$ cat src/arbd_pkg.sv
`default_nettype none

package arbd_pkg;

    localparam int CHANNELS = 64;
    localparam int ADC_BITS = 10;

    // configuration register indexes
    localparam logic REG_CHAIN_COUNT     = 1'b0;
    localparam logic REG_ASICS_PER_CHAIN = 1'b1;

    // result kinds (tuser)
    localparam logic KIND_ADC     = 1'b0;
    localparam logic KIND_SUMMARY = 1'b1;

    // result payload, first member in the highest bits so asic_number lands at bit 0
    typedef struct packed {
        logic [63:0] hit_map;
        logic [6:0]  header_flags;
        logic [6:0]  hit_count;
        logic [9:0]  common_mode;
        logic [9:0]  reference;
        logic [9:0]  adc_value;
        logic [5:0]  channel;
        logic [5:0]  asic_number;
    } rdata_t;

    // zero counts as one, anything above eight counts as eight
    function automatic logic [3:0] limit_of(input logic [3:0] v);
        logic [3:0] r;
        if (v == 4'd0) begin
            r = 4'd1;
        end else if (v > 4'd8) begin
            r = 4'd8;
        end else begin
            r = v;
        end
        return r;
    endfunction

endpackage

`default_nettype wire

$ cat src/asic_readout_bitstream_decoder.sv
`default_nettype none
// sequencing: a word is parsed one bit per cycle while no held result is stalled, then
// the flush state releases the last result of the word and the block returns to idle;
// only in idle is the next word accepted, so words do not overlap. A held result that
// cannot move on freezes the bit-serial parser until the output register frees
// reset: aresetn is synchronous and active low; it clears the parser, the handshake state
// and sets both configuration registers to one

module asic_readout_bitstream_decoder (
    input  wire logic         aclk,
    input  wire logic         aresetn,
    // input stream
    input  wire logic         s_tvalid,
    output logic              s_tready,
    input  wire logic [31:0]  s_tdata,   // payload_word
    input  wire logic [0:0]   s_tuser,   // start_of_event
    // result stream
    output logic              m_tvalid,
    input  wire logic         m_tready,
    output logic [119:0]      m_tdata,   // asic_number, channel, adc_value, reference,
                                         // common_mode, hit_count, header_flags, hit_map
    output logic [0:0]        m_tuser,   // record_kind
    output logic              m_tlast,   // last_of_word
    // configuration writes
    input  wire logic         cfg_we,
    input  wire logic [0:0]   cfg_index,
    input  wire logic [3:0]   cfg_wdata
);

    // word sequencer states
    localparam logic [1:0] ST_IDLE  = 2'd0;
    localparam logic [1:0] ST_BITS  = 2'd1;
    localparam logic [1:0] ST_FLUSH = 2'd2;

    // record parser phases
    localparam logic [3:0] PH_HEAD  = 4'd0;
    localparam logic [3:0] PH_MAP   = 4'd1;
    localparam logic [3:0] PH_FLAG  = 4'd2;
    localparam logic [3:0] PH_REF   = 4'd3;
    localparam logic [3:0] PH_ADC   = 4'd4;
    localparam logic [3:0] PH_CMN   = 4'd5;
    localparam logic [3:0] PH_TRAIL = 4'd6;
    localparam logic [3:0] PH_SKIP  = 4'd7;
    localparam logic [3:0] PH_DONE  = 4'd8;

    localparam logic [6:0] LAST_MAP_BIT = 7'(arbd_pkg::CHANNELS - 1);
    localparam logic [6:0] LAST_VAL_BIT = 7'(arbd_pkg::ADC_BITS - 1);

    // configuration
    logic [3:0] chain_count_reg;
    logic [3:0] apc_reg;

    // word sequencer
    logic [1:0]  state_reg;
    logic [31:0] word_reg;
    logic [4:0]  bitpos_reg;

    // parser state
    logic [3:0]  phase_reg,  phase_next;
    logic [6:0]  fcnt_reg,   fcnt_next;
    logic [6:0]  hdr_reg,    hdr_next;
    logic [63:0] map_reg,    map_next;
    logic [6:0]  hits_reg,   hits_next;
    logic [6:0]  remain_reg, remain_next;
    logic [9:0]  ref_reg,    ref_next;
    logic [9:0]  val_reg,    val_next;
    logic [3:0]  asic_reg,   asic_next;
    logic [3:0]  chain_reg,  chain_next;

    // hit channel scanner: the next hit channel is always brought to bit 63
    logic [63:0] scan_reg,   scan_next;
    logic [6:0]  scan_ch_reg, scan_ch_next;
    logic [3:0]  lead;

    // result staging: one held result, so the last one of a word can be marked
    arbd_pkg::rdata_t held_data_reg;
    logic             held_kind_reg;
    logic             held_valid_reg;

    logic             accept;
    logic             out_free;
    logic             stall;
    logic             take;
    logic             in_bit;
    logic             emit;
    logic             emit_kind;
    arbd_pkg::rdata_t emit_data;
    logic             finish;
    logic             scan_load;
    logic             consume;
    logic             move_out;
    logic [3:0]       apc_lim;
    logic [3:0]       cc_lim;
    logic [7:0]       asic_prod;
    logic [5:0]       asic_num;
    logic [3:0]       asic_inc;
    logic [3:0]       chain_inc;
    logic [4:0]       next_pos;
    logic [6:0]       skip_len;
    logic [6:0]       skip_dec;

    assign s_tready = (state_reg == ST_IDLE);
    assign accept   = s_tvalid && s_tready;
    assign out_free = !m_tvalid || m_tready;
    assign stall    = held_valid_reg && !out_free;
    assign take     = (state_reg == ST_BITS) && !stall;
    assign in_bit   = word_reg[31];

    assign apc_lim   = arbd_pkg::limit_of(apc_reg);
    assign cc_lim    = arbd_pkg::limit_of(chain_count_reg);
    assign asic_prod = {4'd0, chain_reg} * {4'd0, apc_lim};
    assign asic_num  = asic_prod[5:0] + {2'b00, asic_reg};
    assign asic_inc  = asic_reg + 4'd1;
    assign chain_inc = chain_reg + 4'd1;
    // skip to the word boundary after the current bit, then one whole word more
    assign next_pos  = bitpos_reg + 5'd1;
    assign skip_len  = (next_pos == 5'd0) ? 7'd32 : 7'd64 - {2'b00, next_pos};
    assign skip_dec  = (fcnt_reg != 7'd0) ? fcnt_reg - 7'd1 : 7'd0;

    // leading zeros in the top digit of the scanner
    always_comb begin
        lead = 4'd8;
        for (int i = 0; i < 8; i++) begin
            if (scan_reg[56 + i]) begin
                lead = 4'(7 - i);
            end
        end
    end

    // one bit of the record parser
    always_comb begin
        phase_next  = phase_reg;
        fcnt_next   = fcnt_reg;
        hdr_next    = hdr_reg;
        map_next    = map_reg;
        hits_next   = hits_reg;
        remain_next = remain_reg;
        ref_next    = ref_reg;
        val_next    = val_reg;
        asic_next   = asic_reg;
        chain_next  = chain_reg;
        emit        = 1'b0;
        emit_kind   = arbd_pkg::KIND_SUMMARY;
        emit_data   = '0;
        finish      = 1'b0;
        scan_load   = 1'b0;
        consume     = 1'b0;
        emit_data.asic_number = asic_num;

        if (accept && s_tuser[0]) begin
            phase_next  = PH_HEAD;
            fcnt_next   = '0;
            hdr_next    = '0;
            map_next    = '0;
            hits_next   = '0;
            remain_next = '0;
            ref_next    = '0;
            val_next    = '0;
            asic_next   = '0;
            chain_next  = '0;
        end else if (take) begin
            unique case (phase_reg)
                PH_HEAD: begin
                    hdr_next  = {hdr_reg[5:0], in_bit};
                    fcnt_next = fcnt_reg + 7'd1;
                    if (fcnt_reg >= 7'd4) begin
                        if (!hdr_next[3]) begin
                            // empty record
                            emit                   = 1'b1;
                            emit_data.header_flags = {hdr_next[4:0], 2'b00};
                            finish                 = 1'b1;
                        end else begin
                            hdr_next  = {hdr_next[4:0], 2'b00};
                            map_next  = '0;
                            hits_next = '0;
                            fcnt_next = '0;
                            phase_next = PH_MAP;
                        end
                    end
                end
                PH_MAP: begin
                    map_next  = {map_reg[62:0], in_bit};
                    hits_next = hits_reg + {6'd0, in_bit};
                    fcnt_next = fcnt_reg + 7'd1;
                    if (fcnt_reg >= LAST_MAP_BIT) begin
                        scan_load   = 1'b1;
                        remain_next = hits_next;
                        fcnt_next   = '0;
                        phase_next  = PH_FLAG;
                    end
                end
                PH_FLAG: begin
                    hdr_next   = hdr_reg | {5'd0, in_bit, 1'b0};
                    ref_next   = '0;
                    fcnt_next  = '0;
                    phase_next = PH_REF;
                end
                PH_REF: begin
                    ref_next  = ref_reg | (10'(in_bit) << fcnt_reg[3:0]);
                    fcnt_next = fcnt_reg + 7'd1;
                    if (fcnt_reg >= LAST_VAL_BIT) begin
                        fcnt_next  = '0;
                        val_next   = '0;
                        phase_next = (remain_reg != 7'd0) ? PH_ADC : PH_CMN;
                    end
                end
                PH_ADC: begin
                    val_next  = val_reg | (10'(in_bit) << fcnt_reg[3:0]);
                    fcnt_next = fcnt_reg + 7'd1;
                    if (fcnt_reg >= LAST_VAL_BIT) begin
                        emit                   = 1'b1;
                        emit_kind              = arbd_pkg::KIND_ADC;
                        emit_data.channel      = scan_ch_reg[5:0];
                        emit_data.adc_value    = val_next;
                        emit_data.reference    = ref_reg;
                        emit_data.hit_count    = hits_reg;
                        emit_data.header_flags = hdr_reg;
                        emit_data.hit_map      = map_reg;
                        consume     = 1'b1;
                        fcnt_next   = '0;
                        val_next    = '0;
                        remain_next = remain_reg - 7'd1;
                        if (remain_reg == 7'd1) begin
                            phase_next = PH_CMN;
                        end
                    end
                end
                PH_CMN: begin
                    val_next  = val_reg | (10'(in_bit) << fcnt_reg[3:0]);
                    fcnt_next = fcnt_reg + 7'd1;
                    if (fcnt_reg >= LAST_VAL_BIT) begin
                        fcnt_next  = '0;
                        phase_next = PH_TRAIL;
                    end
                end
                PH_TRAIL: begin
                    hdr_next               = hdr_reg | {6'd0, in_bit};
                    emit                   = 1'b1;
                    emit_data.reference    = ref_reg;
                    emit_data.common_mode  = val_reg;
                    emit_data.hit_count    = hits_reg;
                    emit_data.header_flags = hdr_next;
                    emit_data.hit_map      = map_reg;
                    finish                 = 1'b1;
                end
                PH_SKIP: begin
                    fcnt_next = skip_dec;
                    if (skip_dec == 7'd0) begin
                        phase_next = PH_HEAD;
                        hdr_next   = '0;
                        map_next   = '0;
                        hits_next  = '0;
                        remain_next = '0;
                        ref_next   = '0;
                        val_next   = '0;
                    end
                end
                default: begin
                    // event finished, bits ignored until the next start of event
                end
            endcase

            if (finish) begin
                if (asic_inc >= apc_lim) begin
                    asic_next  = '0;
                    chain_next = chain_inc;
                end else begin
                    asic_next  = asic_inc;
                end
                if ((asic_inc >= apc_lim) && (chain_inc >= cc_lim)) begin
                    phase_next = PH_DONE;
                end else begin
                    phase_next  = (asic_inc >= apc_lim) ? PH_SKIP : PH_HEAD;
                    fcnt_next   = (asic_inc >= apc_lim) ? skip_len : 7'd0;
                    hdr_next    = '0;
                    map_next    = '0;
                    hits_next   = '0;
                    remain_next = '0;
                    ref_next    = '0;
                    val_next    = '0;
                end
            end
        end
    end

    // scanner: load at the end of the map, drop the channel just used, else skip zeros
    always_comb begin
        scan_next    = scan_reg;
        scan_ch_next = scan_ch_reg;
        if (scan_load) begin
            scan_next    = map_next;
            scan_ch_next = '0;
        end else if (consume) begin
            scan_next    = {scan_reg[62:0], 1'b0};
            scan_ch_next = scan_ch_reg + 7'd1;
        end else if (!scan_reg[63]) begin
            scan_next    = scan_reg << lead;
            scan_ch_next = scan_ch_reg + {3'd0, lead};
        end
    end

    assign move_out = held_valid_reg
                      && ((take && emit) || ((state_reg == ST_FLUSH) && out_free));

    // configuration registers
    always_ff @(posedge aclk) begin
        if (!aresetn) begin
            chain_count_reg <= 4'd1;
            apc_reg         <= 4'd1;
        end else if (cfg_we) begin
            unique case (cfg_index)
                arbd_pkg::REG_CHAIN_COUNT:     chain_count_reg <= cfg_wdata;
                arbd_pkg::REG_ASICS_PER_CHAIN: apc_reg         <= cfg_wdata;
                default: ;
            endcase
        end
    end

    // word sequencer and parser state
    always_ff @(posedge aclk) begin
        if (!aresetn) begin
            state_reg  <= ST_IDLE;
            bitpos_reg <= '0;
            phase_reg  <= PH_HEAD;
            fcnt_reg   <= '0;
            hdr_reg    <= '0;
            map_reg    <= '0;
            hits_reg   <= '0;
            remain_reg <= '0;
            ref_reg    <= '0;
            val_reg    <= '0;
            asic_reg   <= '0;
            chain_reg  <= '0;
        end else begin
            phase_reg  <= phase_next;
            fcnt_reg   <= fcnt_next;
            hdr_reg    <= hdr_next;
            map_reg    <= map_next;
            hits_reg   <= hits_next;
            remain_reg <= remain_next;
            ref_reg    <= ref_next;
            val_reg    <= val_next;
            asic_reg   <= asic_next;
            chain_reg  <= chain_next;
            unique case (state_reg)
                ST_IDLE: begin
                    if (accept) begin
                        bitpos_reg <= '0;
                        state_reg  <= ST_BITS;
                    end
                end
                ST_BITS: begin
                    if (take) begin
                        bitpos_reg <= bitpos_reg + 5'd1;
                        if (bitpos_reg == 5'd31) begin
                            state_reg <= ST_FLUSH;
                        end
                    end
                end
                ST_FLUSH: begin
                    if (!held_valid_reg || out_free) begin
                        state_reg <= ST_IDLE;
                    end
                end
                default: state_reg <= ST_IDLE;
            endcase
        end
    end

    // payload shift register and scanner
    always_ff @(posedge aclk) begin
        if (accept) begin
            word_reg <= s_tdata;
        end else if (take) begin
            word_reg <= {word_reg[30:0], 1'b0};
        end
        scan_reg    <= scan_next;
        scan_ch_reg <= scan_ch_next;
    end

    // held result and output register
    always_ff @(posedge aclk) begin
        if (!aresetn) begin
            held_valid_reg <= 1'b0;
            m_tvalid       <= 1'b0;
        end else begin
            if (take && emit) begin
                held_valid_reg <= 1'b1;
            end else if (move_out) begin
                held_valid_reg <= 1'b0;
            end
            if (move_out) begin
                m_tvalid <= 1'b1;
            end else if (m_tready) begin
                m_tvalid <= 1'b0;
            end
        end
    end

    always_ff @(posedge aclk) begin
        if (take && emit) begin
            held_data_reg <= emit_data;
            held_kind_reg <= emit_kind;
        end
        if (move_out) begin
            m_tdata    <= held_data_reg;
            m_tuser[0] <= held_kind_reg;
            m_tlast    <= (state_reg == ST_FLUSH);
        end
    end

    // the scanner has the next hit channel ready when an adc value completes
    a_scan_ready: assert property (@(posedge aclk) disable iff (!aresetn)
        (take && emit && (emit_kind == arbd_pkg::KIND_ADC)) |-> scan_reg[63])
        else $error("hit channel not found in time");

    // no result is left behind when a new word may be accepted
    a_idle_empty: assert property (@(posedge aclk) disable iff (!aresetn)
        (state_reg == ST_IDLE) |-> !held_valid_reg)
        else $error("held result left over at word end");

    // adc values still to come never exceed the hits of the record
    a_remain: assert property (@(posedge aclk) disable iff (!aresetn)
        remain_reg <= hits_reg)
        else $error("remaining hit count out of range");

    // asic index stays within one chain
    a_asic: assert property (@(posedge aclk) disable iff (!aresetn)
        asic_reg < 4'd8)
        else $error("asic index out of range");

    // a result is never overwritten while the output register is stalled
    a_no_overrun: assert property (@(posedge aclk) disable iff (!aresetn)
        (m_tvalid && !m_tready) |-> !move_out)
        else $error("output register overrun");

endmodule

`default_nettype wire

$ cat config.mk
export PLATFORM = sky130hd
export DESIGN_NAME = asic_readout_bitstream_decoder
export DESIGN_NICKNAME = d
export VERILOG_FILES = /design/src/arbd_pkg.sv /design/src/asic_readout_bitstream_decoder.sv
export SDC_FILE = /design/constraint.sdc
export NUM_CORES = 1
export LEC_CHECK = 0
export ABC_AREA = 1
export BUFFER_PORTS_ARGS = -buffer_cell sky130_fd_sc_hd__buf_4
export CORE_ASPECT_RATIO = 0.8
export CORE_MARGIN = 5
export CORE_UTILIZATION = 40
export CTS_CLUSTER_SIZE = 8
export DETAILED_ROUTE_END_ITERATION = 7
export HOLD_SLACK_MARGIN = 0.15
export REMOVE_ABC_BUFFERS = 1
export SLEW_MARGIN = 5
export SYNTH_ARGS = -nofsm -noshare
export SYNTH_HDL_FRONTEND = slang
export SYNTH_SLANG_ARGS = --single-unit
$ cat constraint.sdc
create_clock -name aclk -period 17.35 [get_ports aclk]
set_clock_uncertainty 0.2 [all_clocks]
set_input_delay 0.8675 -clock aclk [delete_from_list [all_inputs] [get_ports aclk]]
set_output_delay 0.8675 -clock aclk [all_outputs]
set_load 0.01 [all_outputs]
==> results.md <==
- In this run the tool buffered the top-level ports with 166 buffer cells.
- The routed design has 72,800 um of wire.
- Compared with the post-synthesis result, the final layout area differs by 14.6%.
- The startpoint of the worst register-to-register path is fcnt_reg[2]$_SDFFE_PP0P_.
- The number of DRC violations after detailed routing is 0.
- The largest net degree at the start of global routing is 80.
- The clock sink total is 486.
- The reg2reg setup slack is 12,960 ps.
- The x dimension of the die is 298 um.
- For this run, the number of Yosys warnings is 0.
- The total via count in the routed design is 22,900.
- The run finished with clean final reports.
- The leakage power is 12.6 nW.
- In the synthesized netlist, the number of instances is 3,366.
- Cells with a size suffix above 1 make up 11.2% of the layout.
- The antenna violation net count after detailed routing is 0.
- After synthesis, flip-flops and latches occupy 49.6% of the total area.
- Dividing total power by cell area gives a power density of 150 nW/um2.
- The synthesis-stage register bit count is 486.
- STA classifies the critical path endpoint as a register.
- The number of pins exceeding their max-slew limit in the final report came to 0.
- The floorplan has 84 rows.
- 0 antenna diodes ended up in the layout.
- Setup repair after global routing left no endpoint under its margin.
- Clock-pin slew was measured on the worst setup and hold paths at 50 ps.
- The number of distinct standard cells referenced by the synthesized netlist is 52.
- The number of setup buffers added after CTS is 0.
- In the routed layout, each cell is associated on average with a via count of 5.24.
- The library cells used most frequently in the layout, excluding fill and tap cells, are sky130_fd_sc_hd__nand2_1, sky130_fd_sc_hd__nand3_1, sky130_fd_sc_hd__edfxtp_1.
- Dividing the final minimum period by the clock period gives 25.3%.
- The die covers 71,400 um2.
- In this run the number of H-tree levels came out at 3.
- The worst register-to-register path ends at m_tdata[111]$_DFFE_PP_.
- TritonCTS built the clock tree.
- For this run the aggregate overflow at the end of global routing stands at 0.
- The final standard cell count with taps included and fillers excluded is 4,366.
- The layout has 6,512 filler cells.
- Data on the critical path arrives at its endpoint at 4430 ps.
- The clock passes through at most 3 buffers.
- Clock tree synthesis inserted a total of 71 buffers.
- The initial antenna violation count is 0.
- The via count of the first global-routing pass is 21,200.
- The critical path goes through inv_2, nand2_1, nand2_1, nand2_1, inv_1, nor2_1, nor2_4, a21oi_4, inv_1, nand2_1, nand2_1, inv_4, buf_4.
- At the end of routability-driven placement, the weighted congestion stood at 0.912.
- The measured slew at the worst slew-check pin is 1170 ps.
- Subtracting the final worst setup slack from the clock period gives 4390 ps.
- The worst setup margin is 12,960 ps.
- Static timing analysis puts the maximum clock frequency at 228 MHz.
- The estimated wirelength of the detail-placed design is 45,800 um.
- The library cell used as clock root buffer is sky130_fd_sc_hd__clkbuf_16.
- The pre-antenna-repair detailed-routing pass consisted of 6 iterations.
- In this run the tightest slew margin relative to its limit is 22.2%.
- The count of hold buffers inserted by post-cts repair is 0.
- The number of gates resized after CTS was 0.
- Counting flops with an async set or reset pin after synthesis yields a share of 0%.
- The number of hold violations in the final report is 0.
- The area of the mapped netlist is 26,500 um2.
- The total number of nets in the final design is 3,535.
- Of all nets on the critical path, the largest fanout is 69.
- The number of synthesized flops with an enable pin is 339.
- The number of design-rule violations left by the first detailed-router iteration is 2,432.
- A synthesized cell averages 7.86 um2.
- The y dimension of the die is 240 um.
- The worst endpoint required time is 17,390 ps.
- Before CTS, the worst setup slack after placement is 12,420 ps.
- Among cell families on the critical path, the largest total delay comes from buffers and inverters.
- STA classifies the critical path startpoint as a register.
- The start point of the critical path is fcnt_reg[2]$_SDFFE_PP0P_.
- In the synthesized netlist the dominant register cell turns out to be sky130_fd_sc_hd__edfxtp_1.
- The path class of the tightest hold or removal check is reg -> reg.
- Setup violations remaining at the end of the flow were counted as 0.
- The maximum ir drop on the vdd rail is 0.0930 mV.
- The critical path contains buffers and inverters numbering 5 combined.
- Global routing used 20.0% of the available tracks.
- The global-route wire length before repair is 118,000 um.
- Counting buffers and inverters, the worst setup path is 13 cells deep.
- For the final routed database, the setup TNS stands at 0 ps.
- The path type of the worst setup path is reg -> reg.
- 167 I/O pins were placed.
- The cell total after placement is 4,236.
- The number of cells on the worst reg-to-reg path is 13.
- The per-cell routed wire length is 16.7 um.
- The critical-path cell with the highest stage delay is sky130_fd_sc_hd__buf_4.
- The clock latency reported for the late side of the worst-skew pair is 620 ps.
- The peak per-stage delay on the critical path is 680 ps.
- The tool flagged a number of max-cap violations equal to 0.
- The initial core utilization is 40.3%.
- The region available for standard cell placement spans 65,700 um2.
- The most critical setup path has its endpoint at m_tdata[111]$_DFFE_PP_.
- The worst hold path begins at held_data_reg[88]$_SDFFCE_PP0P_.
- The most frequent cell on the critical path is sky130_fd_sc_hd__nand2_1.
- The most common cell after layout, fill and taps aside is sky130_fd_sc_hd__nand2_1.
- The hold slack is 200 ps.
==> cells in the mapped netlist, types with 2 or more instances <==
cell type / count / area, um2
sky130_fd_sc_hd__nand2_1: 1005 / 3770
sky130_fd_sc_hd__nand3_1: 447 / 2240
sky130_fd_sc_hd__edfxtp_1: 339 / 10200
sky130_fd_sc_hd__inv_1: 311 / 1170
sky130_fd_sc_hd__nor2_1: 205 / 769
sky130_fd_sc_hd__a21oi_1: 177 / 886
sky130_fd_sc_hd__o21ai_0: 173 / 866
sky130_fd_sc_hd__dfxtp_1: 147 / 2940
sky130_fd_sc_hd__clkbuf_1: 98 / 368
sky130_fd_sc_hd__nor3_1: 94 / 470
sky130_fd_sc_hd__buf_2: 67 / 335
sky130_fd_sc_hd__inv_2: 38 / 143
sky130_fd_sc_hd__ha_1: 36 / 450
sky130_fd_sc_hd__mux2_2: 31 / 349
sky130_fd_sc_hd__nand4_1: 28 / 175
sky130_fd_sc_hd__o21ai_1: 23 / 115
sky130_fd_sc_hd__xor2_1: 20 / 175
sky130_fd_sc_hd__nand2_2: 11 / 68.8
sky130_fd_sc_hd__o211ai_1: 11 / 82.6
sky130_fd_sc_hd__buf_1: 10 / 37.5
sky130_fd_sc_hd__nor2_2: 9 / 56.3
sky130_fd_sc_hd__o22ai_1: 9 / 56.3
sky130_fd_sc_hd__buf_6: 8 / 90.1
sky130_fd_sc_hd__a31oi_1: 7 / 43.8
sky130_fd_sc_hd__fa_1: 7 / 140
sky130_fd_sc_hd__nor3b_1: 7 / 52.6
sky130_fd_sc_hd__and2_1: 4 / 25.0
sky130_fd_sc_hd__nand3b_1: 4 / 30.0
sky130_fd_sc_hd__xnor2_1: 4 / 35.0
sky130_fd_sc_hd__nand3_2: 3 / 30.0
sky130_fd_sc_hd__nor2_4: 3 / 33.8
sky130_fd_sc_hd__a211oi_1: 2 / 15.0
sky130_fd_sc_hd__a22oi_1: 2 / 15.0
sky130_fd_sc_hd__buf_4: 2 / 15.0
sky130_fd_sc_hd__clkinv_1: 2 / 7.51
sky130_fd_sc_hd__nor2_8: 2 / 40.0
sky130_fd_sc_hd__nor3_2: 2 / 20.0
sky130_fd_sc_hd__nor3_4: 2 / 32.5
sky130_fd_sc_hd__o31ai_1: 2 / 15.0
sky130_fd_sc_hd__or2_2: 2 / 12.5
==> report_power, final <==
part	total [W]	switching, W	internal [W]
clock	0.00131	0.000528	0.000780
combinational	0.00170	0.00119	0.000513
sequential	0.00153	0.0000895	0.00144
total	0.00454	0.00181	0.00274
==> per-layer routing <==
layer	GRT usage [%]	vias to the layer above	part of all wire, %
met2	29.3	888	41
met4	4.47	0	1.9
met5	0	-	0
li1	-	11400	-
met3	4.33	100	8.4
met1	30.3	10500	49
==> logic make-up (layout without fill, tap and decap cells) <==
| group | after synthesis | count (layout) | synth area share, % |
|---|---|---|---|
| AO/OA/AOI/OAI | 414 | 414 | 8.23 |
| XOR/XNOR | 24 | 24 | 0.794 |
| adder cells (fa/ha/maj) | 43 | 43 | 2.23 |
| buffers and inverters | 537 | 677 | 8.20 |
| flip-flops | 486 | 486 | 49.6 |
| multiplexers | 31 | 31 | 1.32 |
| other | 1 | 1 | 0.0142 |
| AND/OR/NAND/NOR | 1830 | 1830 | 29.6 |
==> worst min-delay path by stage <==
stage | end | slack (ps) | cells after the start
2_1_floorplan | m_tdata[0]$_DFFE_PP_ | 200 | 0
3_3_place_gp | m_tdata[70]$_DFFE_PP_ | 200 | 0
3_5_place_dp | m_tdata[41]$_DFFE_PP_ | 200 | 0
4_1_cts | m_tdata[88]$_DFFE_PP_ | 200 | 0
5_1_grt | m_tdata[62]$_DFFE_PP_ | 210 | 0
6_report | m_tdata[88]$_DFFE_PP_ | 200 | 0
==> worst register-to-register path, cell delays in order, from the launching register on <==
cell and delay [ps]:
sky130_fd_sc_hd__dfxtp_1 620, sky130_fd_sc_hd__inv_2 140, sky130_fd_sc_hd__nand2_1 100, sky130_fd_sc_hd__nand2_1 70
sky130_fd_sc_hd__nand2_1 430, sky130_fd_sc_hd__inv_1 190, sky130_fd_sc_hd__nor2_1 300, sky130_fd_sc_hd__nor2_4 130
sky130_fd_sc_hd__a21oi_4 190, sky130_fd_sc_hd__inv_1 70, sky130_fd_sc_hd__nand2_1 60, sky130_fd_sc_hd__nand2_1 100
sky130_fd_sc_hd__inv_4 580, sky130_fd_sc_hd__buf_4 690
==> final cells by class <==
class / count / area, um2 / area share, %
Tap cell: 860 / 1080 / 3.55
Timing Repair Buffer: 195 / 1460 / 4.83
Clock inverter: 8 / 143 / 0.470
Sequential cell: 486 / 13100 / 43.3
Clock buffer: 122 / 1980 / 6.52
Inverter: 352 / 1330 / 4.37
Multi-Input combinational cell: 2343 / 11200 / 37.0
==> per-stage QoR <==
| stage | utilization (%) | power, W | cell area [um2] |
|---|---|---|---|
| global placement | 43.0 | 0.00321 | 28200 |
| finish | 46.2 | 0.00454 | 30300 |
| floorplan | - | 0.00276 | 25600 |
| global route | 46.2 | 0.00487 | 30300 |
| CTS | 46.2 | 0.00454 | 30300 |
| detailed placement | 43.0 | 0.00321 | 28200 |
Power figures use the tool's default switching activity.
